File: src/design/rrf_pkg.sv
// rrf_pkg: types, codes and constants shared by the reply framer modules.
// No dependencies.
package rrf_pkg;

    localparam int NEST_DEPTH_DEF = 8;
    localparam int QUEUE_DEPTH    = 2;

    localparam logic [7:0] CH_PLUS  = 8'h2B;
    localparam logic [7:0] CH_MINUS = 8'h2D;
    localparam logic [7:0] CH_COLON = 8'h3A;
    localparam logic [7:0] CH_DOLLAR = 8'h24;
    localparam logic [7:0] CH_STAR  = 8'h2A;
    localparam logic [7:0] CH_CR    = 8'h0D;
    localparam logic [7:0] CH_LF    = 8'h0A;
    localparam logic [7:0] CH_ZERO  = 8'h30;
    localparam logic [7:0] CH_NINE  = 8'h39;

    localparam logic [32:0] NUM_SAT = 33'h1_0000_0000;

    typedef enum logic [2:0] {
        KIND_STRING  = 3'd0,
        KIND_ERROR   = 3'd1,
        KIND_INTEGER = 3'd2,
        KIND_BULK    = 3'd3,
        KIND_ARRAY   = 3'd4
    } kind_t;

    typedef enum logic [2:0] {
        ST_OK         = 3'd0,
        ST_PROTOCOL   = 3'd1,
        ST_TOO_LARGE  = 3'd2,
        ST_NEST_OVER  = 3'd3,
        ST_INCOMPLETE = 3'd4
    } status_t;

    typedef enum logic [3:0] {
        PH_IDLE, PH_LINE, PH_LINE_LF, PH_BNUM_FIRST, PH_BNUM, PH_BNUM_LF,
        PH_ANUM_FIRST, PH_ANUM, PH_ANUM_LF, PH_PAYLOAD, PH_PAY_CR, PH_PAY_LF
    } phase_t;

    typedef enum logic {
        CFG_MAX_BULK  = 1'b0,
        CFG_MAX_ARRAY = 1'b1
    } cfg_index_t;

    typedef struct packed {
        logic [7:0] data_byte;
        logic       last_available;
    } in_t;

    typedef struct packed {
        logic        frame_end;
        logic [2:0]  reply_kind;
        logic [31:0] reply_bytes;
        logic [2:0]  status;
    } out_t;

    // Classified byte as handed from the front to the back.
    typedef struct packed {
        logic [7:0] data_byte;
        logic       last;
        logic       kind_valid;
        kind_t      kind;
        logic       is_digit;
        logic [3:0] digit;
        logic       is_cr;
        logic       is_lf;
        logic       is_minus;
    } cls_t;

endpackage

File: src/design/rrf_front.sv
// rrf_front: accepts request bytes and classifies them for the parser.
// Depends on rrf_pkg.
module rrf_front import rrf_pkg::*;
(
    input  logic in_valid,
    output logic in_ready,
    input  in_t  in_data,
    input  logic q_full,
    output logic q_push,
    output cls_t q_data
);

    logic [7:0] b;

    assign b        = in_data.data_byte;
    assign in_ready = !q_full;
    assign q_push   = in_valid && !q_full;

    always_comb
    begin
        q_data            = '0;
        q_data.data_byte  = b;
        q_data.last       = in_data.last_available;
        q_data.kind_valid = 1'b1;
        q_data.kind       = KIND_STRING;
        unique case (b)
            CH_PLUS:   q_data.kind = KIND_STRING;
            CH_MINUS:  q_data.kind = KIND_ERROR;
            CH_COLON:  q_data.kind = KIND_INTEGER;
            CH_DOLLAR: q_data.kind = KIND_BULK;
            CH_STAR:   q_data.kind = KIND_ARRAY;
            default:   q_data.kind_valid = 1'b0;
        endcase
        q_data.is_digit = (b >= CH_ZERO) && (b <= CH_NINE);
        q_data.digit    = 4'(b - CH_ZERO);
        q_data.is_cr    = (b == CH_CR);
        q_data.is_lf    = (b == CH_LF);
        q_data.is_minus = (b == CH_MINUS);
    end

endmodule

File: src/design/rrf_queue.sv
// rrf_queue: short queue of classified bytes between front and back.
// Depends on rrf_pkg.
module rrf_queue import rrf_pkg::*;
(
    input  logic clk,
    input  logic rst_n,
    input  logic push,
    input  cls_t push_data,
    output logic full,
    input  logic pop,
    output logic valid,
    output cls_t pop_data
);

    localparam int PW = (QUEUE_DEPTH > 1) ? $clog2(QUEUE_DEPTH) : 1;
    localparam int CW = $clog2(QUEUE_DEPTH + 1);

    cls_t          mem_reg [QUEUE_DEPTH];
    logic [PW-1:0] wr_ptr_reg, wr_ptr_next;
    logic [PW-1:0] rd_ptr_reg, rd_ptr_next;
    logic [CW-1:0] count_reg, count_next;

    assign full     = (count_reg == CW'(QUEUE_DEPTH));
    assign valid    = (count_reg != '0);
    assign pop_data = mem_reg[rd_ptr_reg];

    always_comb
    begin
        wr_ptr_next = wr_ptr_reg;
        rd_ptr_next = rd_ptr_reg;
        count_next  = count_reg;
        if (push)
        begin
            wr_ptr_next = (wr_ptr_reg == PW'(QUEUE_DEPTH - 1)) ? '0 : wr_ptr_reg + 1'b1;
        end
        if (pop)
        begin
            rd_ptr_next = (rd_ptr_reg == PW'(QUEUE_DEPTH - 1)) ? '0 : rd_ptr_reg + 1'b1;
        end
        if (push && !pop)
        begin
            count_next = count_reg + 1'b1;
        end
        else if (pop && !push)
        begin
            count_next = count_reg - 1'b1;
        end
    end

    always_ff @(posedge clk or negedge rst_n)
    begin
        if (!rst_n)
        begin
            wr_ptr_reg <= '0;
            rd_ptr_reg <= '0;
            count_reg  <= '0;
        end
        else
        begin
            wr_ptr_reg <= wr_ptr_next;
            rd_ptr_reg <= rd_ptr_next;
            count_reg  <= count_next;
        end
    end

    always_ff @(posedge clk)
    begin
        if (push)
        begin
            mem_reg[wr_ptr_reg] <= push_data;
        end
    end

endmodule

File: src/design/rrf_back.sv
// rrf_back: reply parser state machine, nesting stack and result register.
// Depends on rrf_pkg.
module rrf_back import rrf_pkg::*;
#(
    parameter int NEST_DEPTH = NEST_DEPTH_DEF
)
(
    input  logic        clk,
    input  logic        rst_n,
    input  logic [31:0] max_bulk_length,
    input  logic [31:0] max_array_count,
    input  logic        q_valid,
    input  cls_t        q_data,
    output logic        q_pop,
    output logic        out_valid,
    input  logic        out_ready,
    output out_t        out_data
);

    localparam int LW = $clog2(NEST_DEPTH + 1);

    phase_t        phase_reg, phase_next;
    logic [LW-1:0] level_reg, level_next;
    logic [32:0]   num_reg, num_next;
    logic          neg_reg, neg_next;
    logic [31:0]   pay_reg, pay_next;
    logic [31:0]   cnt_reg, cnt_next;
    kind_t         kind_reg, kind_next;
    logic          out_valid_reg, out_valid_next;
    out_t          out_reg, out_next;

    logic [31:0]   stack_reg [NEST_DEPTH];
    logic [NEST_DEPTH-1:0] is_one;
    logic [LW-1:0] pop_level;
    logic          push_en;
    logic          pop_en;
    logic [36:0]   num_ext, num_acc;
    logic [32:0]   num_digit;
    status_t       err;
    logic          done;
    logic          frame_end;
    status_t       status;

    assign q_pop     = q_valid && (!out_valid_reg || out_ready);
    assign out_valid = out_valid_reg;
    assign out_data  = out_reg;

    // Saturating decimal accumulate: value * 10 + digit.
    assign num_ext   = {4'b0, num_reg};
    assign num_acc   = (num_ext << 3) + (num_ext << 1) + 37'(q_data.digit);
    assign num_digit = (num_acc >= 37'(NUM_SAT)) ? NUM_SAT : num_acc[32:0];

    // Pop chain: the open level left after a completed element is one above
    // the highest open entry that does not hold exactly one element.
    always_comb
    begin
        pop_level = '0;
        for (int i = 0; i < NEST_DEPTH; i++)
        begin
            is_one[i] = (stack_reg[i] == 32'd1);
            if ((LW'(i) < level_reg) && !is_one[i])
            begin
                pop_level = LW'(i + 1);
            end
        end
    end

    always_comb
    begin
        phase_next     = phase_reg;
        level_next     = level_reg;
        num_next       = num_reg;
        neg_next       = neg_reg;
        pay_next       = pay_reg;
        cnt_next       = cnt_reg;
        kind_next      = kind_reg;
        out_valid_next = out_valid_reg;
        out_next       = out_reg;
        err            = ST_OK;
        done           = 1'b0;
        push_en        = 1'b0;
        pop_en         = 1'b0;
        frame_end      = 1'b0;
        status         = ST_OK;

        if (out_valid_reg && out_ready)
        begin
            out_valid_next = 1'b0;
        end

        if (q_pop)
        begin
            if (phase_reg == PH_IDLE && level_reg == '0)
            begin
                cnt_next = 32'd1;
            end
            else if (cnt_reg != 32'hFFFF_FFFF)
            begin
                cnt_next = cnt_reg + 32'd1;
            end

            unique case (phase_reg)
                PH_IDLE:
                begin
                    if (!q_data.kind_valid)
                    begin
                        if (level_reg == '0)
                        begin
                            kind_next = KIND_STRING;
                        end
                        err = ST_PROTOCOL;
                    end
                    else
                    begin
                        if (level_reg == '0)
                        begin
                            kind_next = q_data.kind;
                        end
                        num_next = '0;
                        neg_next = 1'b0;
                        if (q_data.kind == KIND_BULK)
                        begin
                            phase_next = PH_BNUM_FIRST;
                        end
                        else if (q_data.kind == KIND_ARRAY)
                        begin
                            phase_next = PH_ANUM_FIRST;
                        end
                        else
                        begin
                            phase_next = PH_LINE;
                        end
                    end
                end
                PH_LINE:
                begin
                    if (q_data.is_cr)
                    begin
                        phase_next = PH_LINE_LF;
                    end
                end
                PH_LINE_LF, PH_PAY_LF:
                begin
                    if (q_data.is_lf)
                    begin
                        done = 1'b1;
                    end
                    else
                    begin
                        err = ST_PROTOCOL;
                    end
                end
                PH_BNUM_FIRST, PH_ANUM_FIRST:
                begin
                    if (q_data.is_minus && !neg_reg)
                    begin
                        neg_next = 1'b1;
                    end
                    else if (q_data.is_digit)
                    begin
                        num_next   = num_digit;
                        phase_next = (phase_reg == PH_BNUM_FIRST) ? PH_BNUM : PH_ANUM;
                    end
                    else
                    begin
                        err = ST_PROTOCOL;
                    end
                end
                PH_BNUM, PH_ANUM:
                begin
                    if (q_data.is_digit)
                    begin
                        num_next = num_digit;
                    end
                    else if (q_data.is_cr)
                    begin
                        phase_next = (phase_reg == PH_BNUM) ? PH_BNUM_LF : PH_ANUM_LF;
                    end
                    else
                    begin
                        err = ST_PROTOCOL;
                    end
                end
                PH_BNUM_LF:
                begin
                    if (!q_data.is_lf)
                    begin
                        err = ST_PROTOCOL;
                    end
                    else if (neg_reg && num_reg == 33'd1)
                    begin
                        done = 1'b1;
                    end
                    else if (neg_reg && num_reg != '0)
                    begin
                        err = ST_PROTOCOL;
                    end
                    else if (num_reg > {1'b0, max_bulk_length})
                    begin
                        err = ST_TOO_LARGE;
                    end
                    else
                    begin
                        pay_next   = num_reg[31:0];
                        phase_next = (num_reg[31:0] != '0) ? PH_PAYLOAD : PH_PAY_CR;
                    end
                end
                PH_PAYLOAD:
                begin
                    pay_next = pay_reg - 32'd1;
                    if (pay_reg == 32'd1)
                    begin
                        phase_next = PH_PAY_CR;
                    end
                end
                PH_PAY_CR:
                begin
                    if (q_data.is_cr)
                    begin
                        phase_next = PH_PAY_LF;
                    end
                    else
                    begin
                        err = ST_PROTOCOL;
                    end
                end
                PH_ANUM_LF:
                begin
                    if (!q_data.is_lf)
                    begin
                        err = ST_PROTOCOL;
                    end
                    else if (neg_reg)
                    begin
                        if (num_reg <= 33'd1)
                        begin
                            done = 1'b1;
                        end
                        else
                        begin
                            err = ST_PROTOCOL;
                        end
                    end
                    else if (num_reg > {1'b0, max_array_count})
                    begin
                        err = ST_TOO_LARGE;
                    end
                    else if (num_reg == '0)
                    begin
                        done = 1'b1;
                    end
                    else if (level_reg >= LW'(NEST_DEPTH))
                    begin
                        err = ST_NEST_OVER;
                    end
                    else
                    begin
                        push_en    = 1'b1;
                        level_next = level_reg + 1'b1;
                        phase_next = PH_IDLE;
                    end
                end
                default:
                begin
                    err = ST_PROTOCOL;
                end
            endcase

            if (err != ST_OK)
            begin
                phase_next = PH_IDLE;
                level_next = '0;
                status     = err;
            end
            else if (done)
            begin
                phase_next = PH_IDLE;
                pop_en     = 1'b1;
                level_next = pop_level;
                frame_end  = (pop_level == '0);
            end
            if (err == ST_OK && !frame_end && q_data.last)
            begin
                status = ST_INCOMPLETE;
            end

            out_valid_next       = 1'b1;
            out_next.frame_end   = frame_end;
            out_next.reply_kind  = kind_next;
            out_next.reply_bytes = cnt_next;
            out_next.status      = status;
        end
    end

    always_ff @(posedge clk or negedge rst_n)
    begin
        if (!rst_n)
        begin
            phase_reg     <= PH_IDLE;
            level_reg     <= '0;
            num_reg       <= '0;
            neg_reg       <= 1'b0;
            pay_reg       <= '0;
            cnt_reg       <= '0;
            kind_reg      <= KIND_STRING;
            out_valid_reg <= 1'b0;
        end
        else
        begin
            phase_reg     <= phase_next;
            level_reg     <= level_next;
            num_reg       <= num_next;
            neg_reg       <= neg_next;
            pay_reg       <= pay_next;
            cnt_reg       <= cnt_next;
            kind_reg      <= kind_next;
            out_valid_reg <= out_valid_next;
        end
    end

    always_ff @(posedge clk)
    begin
        out_reg <= out_next;
    end

    // Each stack lane is written on a push at its level and decremented when
    // it is the entry left open by a completed element.
    for (genvar g = 0; g < NEST_DEPTH; g++)
    begin : g_lane
        always_ff @(posedge clk)
        begin
            if (push_en && level_reg == LW'(g))
            begin
                stack_reg[g] <= num_reg[31:0];
            end
            else if (pop_en && pop_level == LW'(g + 1))
            begin
                stack_reg[g] <= stack_reg[g] - 32'd1;
            end
        end
    end

endmodule

File: src/design/resp_reply_framer_unit.sv
// resp_reply_framer_unit: top level of the reply framer.
// Depends on rrf_pkg, rrf_front, rrf_queue and rrf_back.
//
// The framer takes one byte of a reply stream per request and returns one
// result per byte: whether the byte completes a top-level reply, that reply's
// type, its byte count so far (saturating) and a status. Throughput is one
// byte per cycle unless the output stalls; a stalled output fills the queue
// and only then drops in_ready. A byte passes the two-entry queue between the
// classifier and the parser, then the result register. The rate is set by the
// parser state machine, which handles one byte per cycle, including the
// collapse of nested arrays done as a parallel compare over the nesting stack.
// The limit registers are written through cfg_we/cfg_index/cfg_data while
// no request is pending; the user must ensure this, the block does not.
module resp_reply_framer_unit import rrf_pkg::*;
#(
    parameter int NEST_DEPTH = NEST_DEPTH_DEF
)
(
    input  logic        clk,
    input  logic        rst_n,
    input  logic        in_valid,
    output logic        in_ready,
    input  in_t         in_data,
    output logic        out_valid,
    input  logic        out_ready,
    output out_t        out_data,
    input  logic        cfg_we,
    input  logic        cfg_index,
    input  logic [31:0] cfg_data
);

    logic [31:0] max_bulk_reg;
    logic [31:0] max_array_reg;
    logic        q_full;
    logic        q_push;
    cls_t        q_in;
    logic        q_pop;
    logic        q_valid;
    cls_t        q_out;

    // Limit registers; an index that matches neither is ignored.
    always_ff @(posedge clk or negedge rst_n)
    begin
        if (!rst_n)
        begin
            max_bulk_reg  <= 32'd536870912;
            max_array_reg <= 32'd1048576;
        end
        else if (cfg_we)
        begin
            unique case (cfg_index_t'(cfg_index))
                CFG_MAX_BULK:  max_bulk_reg  <= cfg_data;
                CFG_MAX_ARRAY: max_array_reg <= cfg_data;
                default:       ;
            endcase
        end
    end

    rrf_front u_front (
        .in_valid (in_valid),
        .in_ready (in_ready),
        .in_data  (in_data),
        .q_full   (q_full),
        .q_push   (q_push),
        .q_data   (q_in)
    );

    rrf_queue u_queue (
        .clk       (clk),
        .rst_n     (rst_n),
        .push      (q_push),
        .push_data (q_in),
        .full      (q_full),
        .pop       (q_pop),
        .valid     (q_valid),
        .pop_data  (q_out)
    );

    rrf_back #(
        .NEST_DEPTH (NEST_DEPTH)
    ) u_back (
        .clk             (clk),
        .rst_n           (rst_n),
        .max_bulk_length (max_bulk_reg),
        .max_array_count (max_array_reg),
        .q_valid         (q_valid),
        .q_data          (q_out),
        .q_pop           (q_pop),
        .out_valid       (out_valid),
        .out_ready       (out_ready),
        .out_data        (out_data)
    );

endmodule

File: config.mk
export PLATFORM = sky130hd
export DESIGN_NAME = resp_reply_framer_unit
export DESIGN_NICKNAME = d
export VERILOG_FILES = /design/src/design/rrf_pkg.sv /design/src/design/rrf_front.sv /design/src/design/rrf_queue.sv /design/src/design/rrf_back.sv /design/src/design/resp_reply_framer_unit.sv
export SDC_FILE = /design/constraint.sdc
export NUM_CORES = 1
export LEC_CHECK = 0
export ABC_AREA = 1
export BUFFER_PORTS_ARGS = -buffer_cell sky130_fd_sc_hd__buf_2
export CAP_MARGIN = 20
export CORE_MARGIN = 2
export CORE_UTILIZATION = 40
export CTS_BUF_LIST = sky130_fd_sc_hd__clkbuf_16
export DETAILED_ROUTE_END_ITERATION = 7
export PLACE_DENSITY = 0.55
export SETUP_SLACK_MARGIN = 0.15
export SLEW_MARGIN = 20
export SYNTH_ARGS = -nofsm -noshare
export SYNTH_HDL_FRONTEND = slang
export SYNTH_SLANG_ARGS = --single-unit
export TNS_END_PERCENT = 30
File: constraint.sdc
create_clock -name clk -period 9.65 [get_ports clk]
set_input_delay 0.4825 -clock clk [delete_from_list [all_inputs] [get_ports clk]]
set_output_delay 0.4825 -clock clk [all_outputs]
set_load 0.1 [all_outputs]
==> results.cfg, run 1 <==
[outcome]
run_status = finished, final reports clean

[setup_path]
worst_path_largest_cell_delay_ps = 680
rr_worst_depth = 14
r2r_setup_slk_ps = 4470
worstReg2RegEnd = u_back.stack_reg[0][54]
timing.rr.start = u_back.num_reg[3]
required_ps = 9970
critical-path-top-cell-by-count = sky130_fd_sc_hd__nand2_2
critical_path_class = flip-flop to flip-flop
setup.worst_path.start = u_back.num_reg[3]
setup.worst_path.end_class = flip-flop
startpoint_type = flip-flop
worstSetupEndpoint = u_back.stack_reg[0][54]
critPathSlowestCell = sky130_fd_sc_hd__nand2_2
ordered_cell_list_for_the_critical_path = inv_2 -> nand3_1 -> nor3_1 -> nand4_1 -> nor2_1 -> nand3_1 -> o21ai_1 -> nand2_2 -> nand2_2 -> nand2_4 -> nor2_8 -> nand2_2 -> o21ai_2 -> buf_4
critPathMaxFanout = 47
cp_data_arrival_time_ps = 5500

[routing]
drt_first_iter_violations = 2217
dr_wl_met3_um = 6156
drt_drc_violations_left = 0
vias = 27207
wl_met2_um = 41080
route.detailed.vias_per_inst = 5.142
wl_um = 94640
routedWlPerCell_um = 17.89
maxUsedRoutingLayer = met4
post_route_met1_wirelength_um = 44420
drtAntennaViolNets = 0
detailedRoute.firstPassIterationCount = 6

[logic_synthesis]
postSynthRegisterBits = 499
yosysTopAreaCell = sky130_fd_sc_hd__edfxtp_1
synthesis.instances = 4100
seq_area_frac_synth = 0.4302
number_of_flops_mapped_to_enable_cells_by_yosys = 321
postSynthNetCount = 4301
synthDominantCellAreaShare = 0.2942
yosys-top-cells-area = sky130_fd_sc_hd__edfxtp_1, sky130_fd_sc_hd__dfrtp_1, sky130_fd_sc_hd__nand2_1
yosysMostFrequentCell = sky130_fd_sc_hd__nand2_1
synth_ff_type = sky130_fd_sc_hd__edfxtp_1
mappedNetlistArea_sq_mm = 0.03277
netlist_top_cells_count = sky130_fd_sc_hd__nand2_1, sky130_fd_sc_hd__inv_1, sky130_fd_sc_hd__nor2_1
synth_warnings = 0
netlist-cell-type-count = 71
async_flop_share = 0.3567
mean_post_synth_cell_area_sq_um = 7.992

[clocking]
clock_pin_slew_on_the_worst_setup_and_hold_paths_ps = 70
post_cts_buffers = 0
cts_tree = yes
ctsResizeCount = 0
cts_num_sinks = 499
cts-root-to-sink-buffers = 3
h-tree-depth = 2
cts_inserted_buffers = 60
clk_latency_ps = 670
cts_root_buffer = sky130_fd_sc_hd__clkbuf_16

[timing]
finalWorstPathRequiredPeriod_ps = 5181
rsz_0062_raised_after_global_routing = false
timing.final.max_slew_violations = 0
fin_tns_setup_ps = 0
timing.final.crit_share = 0.5368
worst_slew_margin_rel = 0.3284
setup_viol = 0
final.setup_skew_ps = 33.29
fmax_mhz = 193.0
timing_worst_slew_pin_value_ps = 1004
report.final.hold_viol_count = 0

[layout]
largest_register_ffs = 256
multiInputGateArea_sq_mm = 0.01620
nFillCells = 8188
ff_latch_area_sq_mm = 0.01410
antennaDiodeCount = 0
nNetsFinal = 4381
final_layout_size_suffix_gt1_frac = 0.08981
stdcell_area_sq_mm = 0.03625
area_growth_syn_to_layout_pct = 10.62

[global_route]
grt_antenna_before_repair = 1
via_count_of_the_first_global_routing_pass = 26196
grt-ovfl-total = 0
first_pass_grt_wire_length_um = 149000
track_usage = 0.2244
grt_start_max_net_pins = 80

[pwr]
reported_leakage_power_nw = 15.73
irDropWorstVdd_mv = 0.2820
power_per_cell_area_mw_per_mm2 = 207.1
finalPower_mw = 7.508

[die]
rows = 104
top_level_ports = 88
die_width_um = 290.2
design.core.area_sq_mm = 0.08081
floorplan.die_area_sq_mm = 0.08422
die_height_um = 290.2
initial_core_util = 0.4055

[worst_hold_path]
min-delay-path-class = primary input to flip-flop
hold_start = in_data[4]

[flow_run]
maxCapViolCount = 0

[placed_design]
number_of_input_and_output_port_buffers_inserted = 87
detailed_place_hpwl_um = 66070
gp_routability_congestion = 0.9071
postPlaceCellArea_sq_mm = 0.03420
==> logic make-up after synthesis <==
logic type | share of synthesized area
compound gates | 0.1073
xor+xnor | 0.07137
fa+ha+maj | 0.05926
buf+inv | 0.07660
flops | 0.4302
mux | 0.0003055
simple gates | 0.2550
==> power by group <==
group          switching [mW]  total [mW]  internal [mW]
clock                   0.981        2.34           1.36
sequential              0.195        2.80           2.61
combinational            1.83        2.36          0.534
==> worst max-delay path: cells and delay by family (launching register included) <==
kind / cells / cell delay [ps]
buffers and inverters: 2 / 720
and+or+nand+nor: 10 / 2790
AOI/OAI and AO/OA: 2 / 680
DFF: 1 / 590
==> metal layers <==
layer | GRT usage | vias to the layer above
met4 | 0.07266 | 0
met2 | 0.3483 | 703
li1 | - | 13744
met5 | 0 | -
met1 | 0.3167 | 12627
met3 | 0.04030 | 133
==> layout make-up <==
class / count / area share
multi-input combinational: 2996 / 0.4471
clock buffer: 61 / 0.04211
clock inverter: 52 / 0.01329
sequential: 499 / 0.3889
tap: 1060 / 0.03659
inverter: 498 / 0.05171
timing repair buffer: 125 / 0.02033
==> worst min-delay path by stage <==
stage	to	slack, ps	depth (start not counted)
3_3_place_gp	max_bulk_reg[12]	470	2
2_1_floorplan	max_array_reg[0]	190	0
4_1_cts	u_queue.mem_reg[1][15]	20	1
3_5_place_dp	max_bulk_reg[25]	470	2
6_report	u_queue.mem_reg[0][16]	60	1
5_1_grt	u_queue.mem_reg[0][15]	50	1
==> placed cells by master (no fill, tap or decap), types with 5 or more instances in the layout <==
cell type / instances
sky130_fd_sc_hd__a21boi_0: 6
sky130_fd_sc_hd__a21o_1: 8
sky130_fd_sc_hd__a21oi_1: 95
sky130_fd_sc_hd__a31oi_1: 15
sky130_fd_sc_hd__buf_2: 86
sky130_fd_sc_hd__buf_4: 35
sky130_fd_sc_hd__bufinv_16: 8
sky130_fd_sc_hd__clkbuf_16: 61
sky130_fd_sc_hd__clkinv_1: 18
sky130_fd_sc_hd__clkinv_2: 14
sky130_fd_sc_hd__dfrtp_1: 176
sky130_fd_sc_hd__edfxtp_1: 321
sky130_fd_sc_hd__ha_1: 152
sky130_fd_sc_hd__inv_1: 464
sky130_fd_sc_hd__inv_2: 36
sky130_fd_sc_hd__nand2_1: 1008
sky130_fd_sc_hd__nand2_2: 29
sky130_fd_sc_hd__nand2_4: 5
sky130_fd_sc_hd__nand3_1: 173
sky130_fd_sc_hd__nand3b_1: 13
sky130_fd_sc_hd__nand4_1: 82
sky130_fd_sc_hd__nor2_1: 422
sky130_fd_sc_hd__nor2_2: 17
sky130_fd_sc_hd__nor2_4: 6
sky130_fd_sc_hd__nor3_1: 87
sky130_fd_sc_hd__nor3_2: 5
sky130_fd_sc_hd__nor4_1: 32
sky130_fd_sc_hd__o211ai_1: 7
sky130_fd_sc_hd__o21ai_0: 363
sky130_fd_sc_hd__o21ai_1: 74
sky130_fd_sc_hd__o21ai_2: 33
sky130_fd_sc_hd__o21bai_1: 9
sky130_fd_sc_hd__o22ai_1: 8
sky130_fd_sc_hd__o31ai_1: 8
sky130_fd_sc_hd__or2_1: 7
sky130_fd_sc_hd__or2_2: 18
sky130_fd_sc_hd__or3_1: 6
sky130_fd_sc_hd__xnor2_1: 86
sky130_fd_sc_hd__xor2_1: 181
==> what timing repair did <==
action,4_1_cts,5_1_grt
hold buffers,3,0
setup endpoints to repair,0,0
hold endpoints to repair,55,0
==> metrics by stage <==
stage	hold slack (ps)	util	instances	setup WS, ps
2_1_floorplan	186.9	-	4100	4964
6_report	60.60	0.4485	5291	4470
4_1_cts	20.62	0.4485	5291	4509
3_5_place_dp	472.8	0.4233	5175	4550
3_3_place_gp	467.2	0.4232	5175	4651
5_1_grt	50.14	0.4485	5291	4221
No activity file was read; power rests on OpenSTA's default activity.
==> inputs of run 2 (changes only) <==
==> constraint.sdc (replaced) <==
create_clock -name clk -period 5.3 [get_ports clk]
set_input_delay 0.265 -clock clk [delete_from_list [all_inputs] [get_ports clk]]
set_output_delay 0.265 -clock clk [all_outputs]
set_load 0.1 [all_outputs]
==> run 2 against run 1 <==
Against the previous run:
- clock skew is 17 ps lower
- final cell count increased by 0.91%
- combinational power is 81% higher
- critical endpoint is now u_back.stack_reg[0][49]
==> results.cfg, run 2 (synthesized netlist as in run 1, its figures left out) <==
[placed_design]
number_of_input_and_output_port_buffers_inserted = 87
dp_cell_count = 5186
detailed_place_hpwl_um = 68060
gp_routability_congestion = 0.9249

[setup_path]
r2r_setup_slk_ps = 980
worst_path_largest_cell_delay_ps = 690
timing.rr.start = u_back.num_reg[0]
critPathSlowestCell = sky130_fd_sc_hd__dfrtp_1
critPathMaxFanout = 32
worstReg2RegEnd = u_back.stack_reg[0][49]
startpoint_type = flip-flop
cp_data_arrival_time_ps = 4610
rr_worst_depth = 16
setup.worst_path.end_class = flip-flop
ordered_cell_list_for_the_critical_path = inv_2 -> ha_1 -> nand4_1 -> nor3_1 -> nand3b_1 -> nand2_1 -> nand2_1 -> nand2_1 -> nand2_2 -> nand2_2 -> nand2_4 -> nor2_8 -> buf_4 -> nand2_2 -> o21ai_2 -> buf_4
critical_path_class = flip-flop to flip-flop
required_ps = 5590

[pwr]
internal_power_mw = 8.116
reported_leakage_power_nw = 15.94
comb_power_share = 0.315
irDropWorstVdd_mv = 0.5092
power.share.switching = 0.4011
pwr-share-seq = 0.379
net-switching-power_mw = 5.436
power_per_cell_area_mw_per_mm2 = 369.9
clock_power_share = 0.306

[worst_hold_path]
min-delay-path-class = primary input to flip-flop
hold_start = in_data[6]
whs_path_depth = 3
min_to = u_queue.mem_reg[1][9]

[clocking]
cts_inserted_buffers = 60
cts_tree = yes
clock_pin_slew_on_the_worst_setup_and_hold_paths_ps = 60
post_cts_buffers = 0
clk_latency_ps = 640
h-tree-depth = 2
cts_root_buffer = sky130_fd_sc_hd__clkbuf_16
cts_num_sinks = 499
cts-root-to-sink-buffers = 3

[die]
floorplan.die_area_sq_mm = 0.08422
top_level_ports = 88
die_width_um = 290.2
die_height_um = 290.2
initial_core_util = 0.4055
design.core.area_sq_mm = 0.08081
rows = 104

[routing]
drt_drc_violations_left = 0
post_route_met1_wirelength_um = 45720
detailedRoute.firstPassIterationCount = 6
vias = 27576
drt_first_iter_violations = 2387
maxUsedRoutingLayer = met4
drtAntennaViolNets = 0
routedWlPerCell_um = 18.15
dr_wl_met3_um = 5896
route.detailed.vias_per_inst = 5.165
wl_um = 96880
wl_met2_um = 42350

[global_route]
first_pass_grt_wire_length_um = 152100
grt_antenna_before_repair = 4
grt_start_max_net_pins = 79
grt-ovfl-total = 0
track_usage = 0.2287
via_count_of_the_first_global_routing_pass = 26561

[timing]
worst_slew_margin_rel = 0.2811
timing_worst_slew_pin_value_ps = 1070
fmax_mhz = 231.3
timing.final.max_slew_violations = 0
final.setup_skew_ps = 15.99
setup_viol = 0
rsz_0062_raised_after_global_routing = false
finalWorstPathRequiredPeriod_ps = 4323
timing.final.crit_share = 0.8157
fin_tns_setup_ps = 0
report.final.hold_viol_count = 0

[layout]
largest_register_ffs = 256
finish.cell_count_without_fillers = 5339
nNetsFinal = 4429
mostFrequentLayoutCell = sky130_fd_sc_hd__nand2_1
final_layout_size_suffix_gt1_frac = 0.09023
layout_common_cells = sky130_fd_sc_hd__nand2_1, sky130_fd_sc_hd__inv_1, sky130_fd_sc_hd__nor2_1
finish.utilization = 0.4534
nFillCells = 8152
area_growth_syn_to_layout_pct = 11.81

[flow_run]
maxCapViolCount = 0

[outcome]
run_status = finished, final reports clean
## run 2: changes by cell type in the layout (fill, tap and decap cells not counted), sizes merged
| cell | delta |
|---|---|
| diode | +1 |
| bufinv | -2 |
| buf | +11 |
| inv | +9 |
| clkinv | -9 |
| clkinvlp | +1 |
| dlygate4sd3 | +37 |
## run 2: power by group through the flow
stage	combinational, mW	clock, mW	sequential [mW]
2_1_floorplan	2.25	0	6.07
3_3_place_gp	4.22	0	5.20
3_5_place_dp	4.24	0	5.20
4_1_cts	4.28	4.24	5.13
5_1_grt	4.71	4.37	5.19
6_report	4.27	4.15	5.13
## run 2: worst max path at each step
stage,end,startpoint,cells after the start
2_1_floorplan,u_back.stack_reg[0][100],u_back.num_reg[28],16
3_3_place_gp,u_back.stack_reg[0][43],u_back.num_reg[0],16
3_5_place_dp,u_back.num_reg[10],u_queue.rd_ptr_reg,20
4_1_cts,u_back.num_reg[10],u_queue.rd_ptr_reg,20
5_1_grt,u_back.num_reg[0],u_queue.rd_ptr_reg,20
6_report,u_back.stack_reg[0][49],u_back.num_reg[0],16
## run 2: worst max-delay path, delay by kind of cell, from the launching register on
| family | cells | cell delay, ps |
|---|---|---|
| fa+ha+maj | 1 | 360 |
| simple gates | 11 | 1710 |
| flops | 1 | 690 |
| buf+inv | 3 | 1040 |
| compound gates | 1 | 140 |
## run 2: layer usage
layer / up-vias / GRT usage
met1: 12882 / 0.3285
met4: 0 / 0.07241
met5: - / 0
met2: 711 / 0.3545
li1: 13853 / -
met3: 130 / 0.03365
## run 2: cell type report
type | count | area [sq um] | area share
antenna | 1 | 2.502 | 0.00006830
inverter | 498 | 1874 | 0.05116
multi-input combinational | 2996 | 16210 | 0.4424
sequential | 499 | 14100 | 0.3847
timing repair buffer | 173 | 1190 | 0.03248
tap | 1060 | 1326 | 0.03620
clock buffer | 61 | 1526 | 0.04166
clock inverter | 51 | 412.9 | 0.01127
## run 2: what timing repair did
action,4_1_cts,5_1_grt
resized for setup,0,0
endpoints found under the hold margin,152,0
hold buffers,40,0
## run 2: through the flow
stage / power [mW] / setup WS (ps) / hold WS [ps] / area, sq um
floorplan: 8.325 / 613.7 / -30.59 / 32770
global placement: 9.417 / 1091 / 364.0 / 34280
detailed placement: 9.444 / 980.4 / 360.5 / 34280
CTS: 13.65 / 952.5 / 9.563 / 36620
global route: 14.28 / 502.1 / 54.44 / 36640
finish: 13.55 / 976.9 / 43.27 / 36640
